**config.mk**
```make
export PLATFORM = sky130hd
export DESIGN_NAME = edge_period_median_tachometer
export DESIGN_NICKNAME = d
export VERILOG_FILES = /design/src/hw/rtl/epmt_pkg.sv /design/src/hw/rtl/edge_period_median_tachometer.sv /design/src/hw/rtl/epmt_front.sv /design/src/hw/rtl/epmt_div.sv
export SDC_FILE = /design/constraint.sdc
export NUM_CORES = 2
export LEC_CHECK = 0
export BUFFER_PORTS_ARGS = -buffer_cell sky130_fd_sc_hd__buf_4
export CAP_MARGIN = 15
export CORE_MARGIN = 2
export CORE_UTILIZATION = 54
export CTS_CLUSTER_DIAMETER = 50
export DETAILED_ROUTE_END_ITERATION = 7
export GPL_TIMING_DRIVEN = 1
export PLACE_DENSITY = 0.67
export SLEW_MARGIN = 15
export SYNTH_ARGS = -nofsm -noshare
export SYNTH_HDL_FRONTEND = slang
export SYNTH_HIERARCHICAL = 1
export SYNTH_SLANG_ARGS = --single-unit
```
**constraint.sdc**
```tcl
create_clock -name clock -period 22.1 [get_ports clock]
set_clock_uncertainty 0.2 [all_clocks]
set_input_delay 2.21 -clock clock [delete_from_list [all_inputs] [get_ports clock]]
set_output_delay 2.21 -clock clock [all_outputs]
set_load 0.01 [all_outputs]
```
**src/hw/rtl/epmt_pkg.sv**
```systemverilog
// shared types, constants and register codes for the edge period tachometer
package epmt_pkg;

   localparam int unsigned WindowDepth = 5;
   localparam int unsigned SlotWidth   = $clog2(WindowDepth);
   localparam int unsigned CountWidth  = $clog2(WindowDepth + 1);
   localparam int unsigned CsrIdxWidth = 3;
   localparam int unsigned CsrDataWidth = 32;

   localparam logic [CsrIdxWidth-1:0] CSR_MIN_PERIOD  = 3'd0;
   localparam logic [CsrIdxWidth-1:0] CSR_STALE_AGE   = 3'd1;
   localparam logic [CsrIdxWidth-1:0] CSR_LOST_AGE    = 3'd2;
   localparam logic [CsrIdxWidth-1:0] CSR_POLE_COUNT  = 3'd3;
   localparam logic [CsrIdxWidth-1:0] CSR_PULLEY      = 3'd4;
   localparam logic [CsrIdxWidth-1:0] CSR_RATE        = 3'd5;

   localparam logic [1:0] STATUS_LOST  = 2'd0;
   localparam logic [1:0] STATUS_STALE = 2'd1;
   localparam logic [1:0] STATUS_FRESH = 2'd2;

   localparam logic       OP_EDGE = 1'b0;
   localparam logic       OP_TICK = 1'b1;

   localparam logic [15:0] AGE_MAX   = 16'hFFFF;
   localparam logic [14:0] RPM_SCALE = 15'd30720;

   typedef struct packed {
      logic        opcode;
      logic [31:0] edge_time;
   } req_type;

   typedef struct packed {
      logic [1:0]  status;
      logic [31:0] median_ticks;
      logic        freq_valid;
      logic [39:0] freq_q8;
      logic        rpm_valid;
      logic [31:0] rpm_value;
   } rsp_type;

   // snapshot handed from front to back through the job handshake
   typedef struct packed {
      logic [1:0]  status;
      logic [31:0] median_ticks;
      logic        freq_valid;
      logic        rpm_valid;
      logic [31:0] rate;
      logic [23:0] pole_ratio;
   } job_type;

endpackage

```
**src/hw/rtl/edge_period_median_tachometer.sv**
```systemverilog
// top level of the edge period tachometer with median-of-five filter
// Each word (edge or millisecond tick) gives one result word. The front part
// updates the period ring and age, then finds the upper median by trying one
// ring entry a cycle and hands a snapshot to the back part. The back part runs
// a one-bit-a-cycle restoring divider for the frequency and, when poles and
// ratio are set, for the rpm; it skips the divider when the frequency is not
// valid. One finished result waits in an output register while the front part
// already takes the next word.
module edge_period_median_tachometer (
   input  logic                                  clock,
   input  logic                                  reset,
   input  logic                                  req_push,
   output logic                                  req_full,
   input  epmt_pkg::req_type                     req_word,
   output logic                                  rsp_empty,
   input  logic                                  rsp_pop,
   output epmt_pkg::rsp_type                     rsp_word,
   input  logic                                  csr_write,
   input  logic [epmt_pkg::CsrIdxWidth-1:0]      csr_index,
   input  logic [epmt_pkg::CsrDataWidth-1:0]     csr_data
);

   logic [31:0]       min_period_ff;
   logic [15:0]       stale_age_ff;
   logic [15:0]       lost_age_ff;
   logic [7:0]        pole_count_ff;
   logic [15:0]       pulley_ff;
   logic [31:0]       rate_ff;
   logic              busy;
   logic              job_valid;
   logic              job_ready;
   epmt_pkg::job_type job_word;

   // configuration registers
   always_ff @(posedge clock) begin
      if (reset) begin
         min_period_ff <= 32'd98;
         stale_age_ff  <= 16'd200;
         lost_age_ff   <= 16'd800;
         pole_count_ff <= '0;
         pulley_ff     <= '0;
         rate_ff       <= 32'd979592;
      end else if (csr_write) begin
         case (csr_index)
            epmt_pkg::CSR_MIN_PERIOD: min_period_ff <= csr_data;
            epmt_pkg::CSR_STALE_AGE:  stale_age_ff  <= csr_data[15:0];
            epmt_pkg::CSR_LOST_AGE:   lost_age_ff   <= csr_data[15:0];
            epmt_pkg::CSR_POLE_COUNT: pole_count_ff <= csr_data[7:0];
            epmt_pkg::CSR_PULLEY:     pulley_ff     <= csr_data[15:0];
            epmt_pkg::CSR_RATE:       rate_ff       <= csr_data;
            default: ;
         endcase
      end
   end

   assign req_full = busy;

   epmt_front u_front (
      .clock           (clock),
      .reset           (reset),
      .req_valid       (req_push),
      .req_word        (req_word),
      .busy            (busy),
      .job_ready       (job_ready),
      .job_valid       (job_valid),
      .job_word        (job_word),
      .min_period      (min_period_ff),
      .stale_age       (stale_age_ff),
      .lost_age        (lost_age_ff),
      .pole_count      (pole_count_ff),
      .pulley_ratio_q8 (pulley_ff),
      .timebase_rate   (rate_ff)
   );

   epmt_div u_div (
      .clock     (clock),
      .reset     (reset),
      .job_valid (job_valid),
      .job_word  (job_word),
      .job_ready (job_ready),
      .rsp_empty (rsp_empty),
      .rsp_pop   (rsp_pop),
      .rsp_word  (rsp_word)
   );

endmodule

```
**src/hw/rtl/epmt_front.sv**
```systemverilog
// front part: edge timing state, ring, age, status and median selection
module epmt_front (
   input  logic                              clock,
   input  logic                              reset,
   input  logic                              req_valid,
   input  epmt_pkg::req_type                 req_word,
   output logic                              busy,
   input  logic                              job_ready,
   output logic                              job_valid,
   output epmt_pkg::job_type                 job_word,
   input  logic [31:0]                       min_period,
   input  logic [15:0]                       stale_age,
   input  logic [15:0]                       lost_age,
   input  logic [7:0]                        pole_count,
   input  logic [15:0]                       pulley_ratio_q8,
   input  logic [31:0]                       timebase_rate
);

   typedef enum logic [1:0] {ST_IDLE, ST_RANK, ST_SEND} state_type;

   state_type                                    state_ff;
   logic                                         seen_ff;
   logic [31:0]                                  last_ff;
   logic [31:0]                                  win_ff [epmt_pkg::WindowDepth];
   logic [epmt_pkg::SlotWidth-1:0]               slot_ff;
   logic [epmt_pkg::CountWidth-1:0]              fill_ff;
   logic [15:0]                                  age_ff;
   logic [epmt_pkg::SlotWidth-1:0]               cand_ff;
   logic [31:0]                                  med_ff;
   logic [1:0]                                   status_in;

   logic [31:0]                                  period;
   logic [31:0]                                  cval;
   logic [epmt_pkg::CountWidth-1:0]              less_cnt;
   logic [epmt_pkg::CountWidth-1:0]              leq_cnt;
   logic [epmt_pkg::CountWidth-1:0]              half;

   assign period = req_word.edge_time - last_ff;
   assign busy   = (state_ff != ST_IDLE);
   assign cval   = win_ff[cand_ff];
   assign half   = fill_ff >> 1;

   // rank the candidate against the filled entries
   always_comb begin
      less_cnt = '0;
      leq_cnt  = '0;
      for (int i = 0; i < epmt_pkg::WindowDepth; i++) begin
         if (i < int'(fill_ff)) begin
            if (win_ff[i] < cval)  less_cnt = less_cnt + 1'b1;
            if (win_ff[i] <= cval) leq_cnt  = leq_cnt + 1'b1;
         end
      end
   end

   // status from age at this point
   always_comb begin
      if (!seen_ff || age_ff >= lost_age) status_in = epmt_pkg::STATUS_LOST;
      else if (age_ff >= stale_age)       status_in = epmt_pkg::STATUS_STALE;
      else                                status_in = epmt_pkg::STATUS_FRESH;
   end

   always_comb begin
      job_word.status       = status_in;
      job_word.median_ticks = med_ff;
      job_word.freq_valid   = (status_in != epmt_pkg::STATUS_LOST) && (fill_ff != '0)
                              && (med_ff != '0);
      job_word.rpm_valid    = job_word.freq_valid && (pole_count != '0)
                              && (pulley_ratio_q8 != '0);
      job_word.rate         = timebase_rate;
      job_word.pole_ratio   = {8'd0, pulley_ratio_q8} * {16'd0, pole_count};
   end
   assign job_valid = (state_ff == ST_SEND);

   // state update, then a one-candidate-a-cycle median search
   always_ff @(posedge clock) begin
      if (reset) begin
         state_ff <= ST_IDLE;
         seen_ff  <= 1'b0;
         last_ff  <= '0;
         slot_ff  <= '0;
         fill_ff  <= '0;
         age_ff   <= '0;
         cand_ff  <= '0;
         med_ff   <= '0;
      end else begin
         case (state_ff)
            ST_IDLE: begin
               if (req_valid) begin
                  if (req_word.opcode == epmt_pkg::OP_EDGE) begin
                     if (seen_ff) begin
                        if (period >= min_period) begin
                           win_ff[slot_ff] <= period;
                           slot_ff <= (slot_ff == epmt_pkg::SlotWidth'(epmt_pkg::WindowDepth - 1))
                                      ? '0 : slot_ff + 1'b1;
                           if (fill_ff != epmt_pkg::CountWidth'(epmt_pkg::WindowDepth))
                              fill_ff <= fill_ff + 1'b1;
                           age_ff <= '0;
                        end
                     end else begin
                        seen_ff <= 1'b1;
                        age_ff  <= '0;
                     end
                     last_ff <= req_word.edge_time;
                  end else if (age_ff != epmt_pkg::AGE_MAX) begin
                     age_ff <= age_ff + 1'b1;
                  end
                  cand_ff  <= '0;
                  med_ff   <= '0;
                  state_ff <= ST_RANK;
               end
            end
            ST_RANK: begin
               if (fill_ff == '0) begin
                  state_ff <= ST_SEND;
               end else if (less_cnt <= half && leq_cnt > half) begin
                  med_ff   <= cval;
                  state_ff <= ST_SEND;
               end else begin
                  cand_ff <= cand_ff + 1'b1;
               end
            end
            ST_SEND: begin
               if (job_ready) state_ff <= ST_IDLE;
            end
            default: state_ff <= ST_IDLE;
         endcase
      end
   end

endmodule

```
**src/hw/rtl/epmt_div.sv**
```systemverilog
// back part: restoring divider for frequency and rpm, with result output register
module epmt_div (
   input  logic                  clock,
   input  logic                  reset,
   input  logic                  job_valid,
   input  epmt_pkg::job_type     job_word,
   output logic                  job_ready,
   output logic                  rsp_empty,
   input  logic                  rsp_pop,
   output epmt_pkg::rsp_type     rsp_word
);

   typedef enum logic [2:0] {ST_IDLE, ST_MUL, ST_FREQ, ST_RPM, ST_DONE} state_type;

   state_type         state_ff;
   epmt_pkg::job_type job_ff;
   logic [55:0]       den_ff;
   logic [46:0]       num_ff;
   logic [46:0]       quo_ff;
   logic [56:0]       rem_ff;
   logic [5:0]        cnt_ff;
   logic [39:0]       freq_ff;
   logic              out_full_ff;
   epmt_pkg::rsp_type out_ff;

   logic [56:0]       rem_shift;
   logic [56:0]       rem_sub;
   logic              fits;

   assign rem_shift = {rem_ff[55:0], num_ff[46]};
   assign rem_sub   = rem_shift - {1'b0, den_ff};
   assign fits      = !rem_sub[56];
   assign job_ready = (state_ff == ST_IDLE);
   assign rsp_empty = !out_full_ff;
   assign rsp_word  = out_ff;

   // one quotient bit per cycle
   always_ff @(posedge clock) begin
      if (reset) begin
         state_ff    <= ST_IDLE;
         out_full_ff <= 1'b0;
         cnt_ff      <= '0;
      end else begin
         // output register fill and drain
         if (state_ff == ST_DONE && (!out_full_ff || rsp_pop)) out_full_ff <= 1'b1;
         else if (rsp_pop && out_full_ff)                       out_full_ff <= 1'b0;
         case (state_ff)
            ST_IDLE: begin
               if (job_valid) begin
                  job_ff   <= job_word;
                  state_ff <= ST_MUL;
               end
            end
            ST_MUL: begin
               if (!job_ff.freq_valid) begin
                  freq_ff  <= '0;
                  quo_ff   <= '0;
                  state_ff <= ST_DONE;
               end else begin
                  num_ff   <= {7'd0, job_ff.rate, 8'd0};
                  den_ff   <= {24'd0, job_ff.median_ticks};
                  rem_ff   <= '0;
                  quo_ff   <= '0;
                  cnt_ff   <= 6'd47;
                  state_ff <= ST_FREQ;
               end
            end
            ST_FREQ, ST_RPM: begin
               if (cnt_ff != 6'd1) begin
                  num_ff <= num_ff << 1;
                  quo_ff <= {quo_ff[45:0], fits};
                  rem_ff <= fits ? rem_sub : rem_shift;
                  cnt_ff <= cnt_ff - 1'b1;
               end else if (state_ff == ST_RPM) begin
                  quo_ff   <= {quo_ff[45:0], fits};
                  state_ff <= ST_DONE;
               end else begin
                  freq_ff <= {quo_ff[38:0], fits};
                  if (job_ff.rpm_valid) begin
                     num_ff   <= job_ff.rate * {32'd0, epmt_pkg::RPM_SCALE};
                     den_ff   <= job_ff.median_ticks * {32'd0, job_ff.pole_ratio};
                     rem_ff   <= '0;
                     quo_ff   <= '0;
                     cnt_ff   <= 6'd47;
                     state_ff <= ST_RPM;
                  end else begin
                     quo_ff   <= '0;
                     state_ff <= ST_DONE;
                  end
               end
            end
            ST_DONE: begin
               if (!out_full_ff || rsp_pop) begin
                  out_ff.status       <= job_ff.status;
                  out_ff.median_ticks <= job_ff.median_ticks;
                  out_ff.freq_valid   <= job_ff.freq_valid;
                  out_ff.freq_q8      <= freq_ff;
                  out_ff.rpm_valid    <= job_ff.rpm_valid;
                  out_ff.rpm_value    <= (quo_ff[46:32] != '0) ? 32'hFFFF_FFFF : quo_ff[31:0];
                  state_ff            <= ST_IDLE;
               end
            end
            default: state_ff <= ST_IDLE;
         endcase
      end
   end

endmodule

```
==> reports/summary.txt <==
Status - complete, no violations
Logic pwr share - 52.9%
Layout cell share with drive strength beyond 1 - 8.99%
CTS sink count - 919
Largest net degree at the start of global routing - 97
Placed Area - 0.0803 mm2
CTS clk-pin slew, worst paths - 0.07 ns
Max-slew violation count - 0
Pwr Total - 8420 uW
Synth Warn # - 6
Worst Path Arrival - 10.70 ns
RSZ-0062 raised after global routing - no
Max VDD drop - 0.177 mV
Chip height - 383 um
Final #Nets - 8896
Quantity of hold-fixing buffers added after cts - 0
Clock root buffer - clkbuf_16
Reg power frac - 24.7%
Number of max-cap violations - 0
Die Width - 383 um
Post-CTS sizing - 0
First-pass GRT wire length - 323 mm
Clock latency on the worst-skew pair - 0.78 ns
Leakage - 0.0362 uW
Starting Density - 54.5%
Drt first pass iters - 5
Commonest non-fill, non-tap cell in the layout - inv_1
Startpoint types - flop
Max_slew headroom - 20.9%
Critical Path Most Common Cell - ha_1
Distinct cells, synth - 93
Area contributors post-synth - edfxtp_1 27%, fa_1 21%, ha_1 9.7%
Global route total overflow - 0
Async S/R FF share, synth - 0%
Slew @ Worst Pin - 1.18 ns
Min-Delay Path Class - reg -> reg
Synth area leader - edfxtp_1
Setup bufs post-CTS - 0
HPWL Detailed - 150 mm
Post-synthesis sequential area ratio - 32.8%
Final core occ - 59.4%
Total GRT Usage - 28.5%
Required time at the worst-slack endpoint - 22.60 ns
Setup Crit Path Kind - reg -> reg
Hold_ws - 0.216 ns
Pwr per Cell Area - 99.9 mW/mm2
EDFF count, synth - 694
Vias in the first global route - 56000
Most frequent cells in the layout - 1024 x inv_1, 805 x fa_1, 756 x nand2_1, 694 x edfxtp_1, 597 x ha_1
Die area - 0.146 mm2
Row cnt - 138
CTS Buf Count - 114
Antenna-violating nets left - 0
Final Cell Area - 0.0842 mm2
CP Capture Type - flop
Core box area - 0.142 mm2
Avg Vias per Cell - 5.73
DRC viols - 0
Via count - 53900
TritonCTS clock tree - built
H-tree levels - 3
Post-Route WL - 206 mm
Worst stage delay on the critical path - 0.85 ns
Clock buffer depth - 3
Top cell type's share of synthesized area - 26.9%
FMAX - 98.1 MHz
WL/cell - 21.9 um
Post-Syn Area - 0.0774 mm2
Total Neg Setup Slack - 0 ns
Slowest stage cell, crit path - nand3b_1
Gpl congestion - 0.895
Net Sw Frac - 42.8%
P&R area growth vs syn - 8.90%
Post-synthesis net count - 8858
Crit path time final - 10.19 ns
Final setup viols - 0
Crit-path max FO - 38
Post-Syn Instances - 7383
Initial antenna violation count - 5
Synthesized flop and latch total - 919
Final Hold Viols - 0
Iteration-0 DRC Markers - 4119
Power Internal - 4810 uW
Mean area per synthesized cell - 10.5 um2
Clock power frac - 22.4%
Port bufs - 182
Synth Flop Type - edfxtp_1
Boundary pin count - 183
Fin crit share - 46.1%
P_sw - 3610 uW
[state kept, by name, indices dropped and copies added (netlist names), 6 cells and up, named ones only]
name and flops:
min_period_ff 32, u_div/quo_ff 47, pole_count_ff 8, u_front/win_ff 256, u_div/freq_ff 40, u_div/den_ff 56, u_div/rem_ff 56, u_front/last_ff 32
rate_ff 32, u_div/num_ff 39, u_div/job_ff 92, u_front/med_ff 32, lost_age_ff 16, pulley_ff 16, u_front/age_ff 16, u_div/rsp_word 108
stale_age_ff 16, u_div/cnt_ff 6
[area by class of cell]
type / instances / area [um2]
multi-input cells: 5071 / 46600
inverters: 1024 / 3840
diodes: 2 / 5.00
well taps: 1890 / 2360
fillers: 12000 / 57700
clock inverters: 74 / 801
flip-flops and latches: 919 / 25400
clock buffers: 137 / 3090
repair buffers: 291 / 2190
[metal layers]
metal  routed length, um  track usage, %  part of all wire, %
met5                  31               0                0.015
met2               95600            46.1                   46
met4                7980            10.4                  3.9
met1               88900            39.1                   43
met3               13900            4.41                  6.7
[cell usage after synthesis (35+ instances only)]
master / number
dfxtp_1: 225
nand2_1: 757
clkbuf_1: 282
buf_4: 41
mux2i_1: 198
inv_1: 1024
ha_1: 597
and3_1: 38
nand4_1: 80
xnor2_1: 112
xor2_1: 68
nand2b_1: 160
or2_2: 41
o21ai_0: 176
mux4_2: 64
nor2_1: 300
nand3_1: 75
a21o_1: 140
o21a_1: 35
a21oi_1: 337
and2_1: 570
fa_1: 805
edfxtp_1: 694
o21bai_1: 45
nor3_1: 63
[stage by stage]
step	setup WS, ns	std cells
2_1_floorplan	11.51	7383
3_3_place_gp	12.11	9194
3_5_place_dp	12.03	9194
4_1_cts	11.97	9405
5_1_grt	11.37	9406
6_report	11.91	9408
[critical path: cells and delay by family (launching register included)]
family                   cells  cell delay (ns)
AO/OA/AOI/OAI               13             2.55
multiplexers                 6             2.21
adder cells (fa/ha/maj)      6             1.82
buffers and inverters        3             1.39
AND/OR/NAND/NOR              4             1.15
flip-flops                   1             0.72
[power groups by stage]
stage | logic (uW) | registers (uW) | clock network (uW)
floorplan | 3290 | 2110 | 0
global placement | 4340 | 2110 | 0
detailed placement | 4380 | 2110 | 0
CTS | 4410 | 2080 | 1930
global route | 4950 | 2090 | 2000
finish | 4450 | 2080 | 1890
[path summary, 6_finish.rpt]
kind / from / end / slack (ns) / cells past startpoint
worst max-delay path: flop / u_front/med_ff[20] / 11.91 / 32
worst min-delay path: u_div/freq_ff[9] / u_div/rsp_word[42] / 0.22 / 0
worst max register to register: flop / u_front/med_ff[20] / 11.91 / 32
worst min register to register: u_div/freq_ff[9] / u_div/rsp_word[42] / 0.22 / 0
[logic make-up (layout without fill, tap and decap cells)]
| family | count (synthesis) | after routing | share of synthesized area [%] |
|---|---|---|---|
| compound gates | 1014 | 1014 | 8.62 |
| xor+xnor | 181 | 181 | 2.07 |
| fa+ha+maj | 1402 | 1402 | 30.5 |
| buf+inv | 1393 | 1526 | 7.17 |
| flops | 919 | 919 | 32.8 |
| mux | 272 | 272 | 4.58 |
| other cells | 0 | 2 | 0 |
| simple gates | 2202 | 2202 | 14.3 |
No activity file was read; power rests on OpenSTA's default activity.
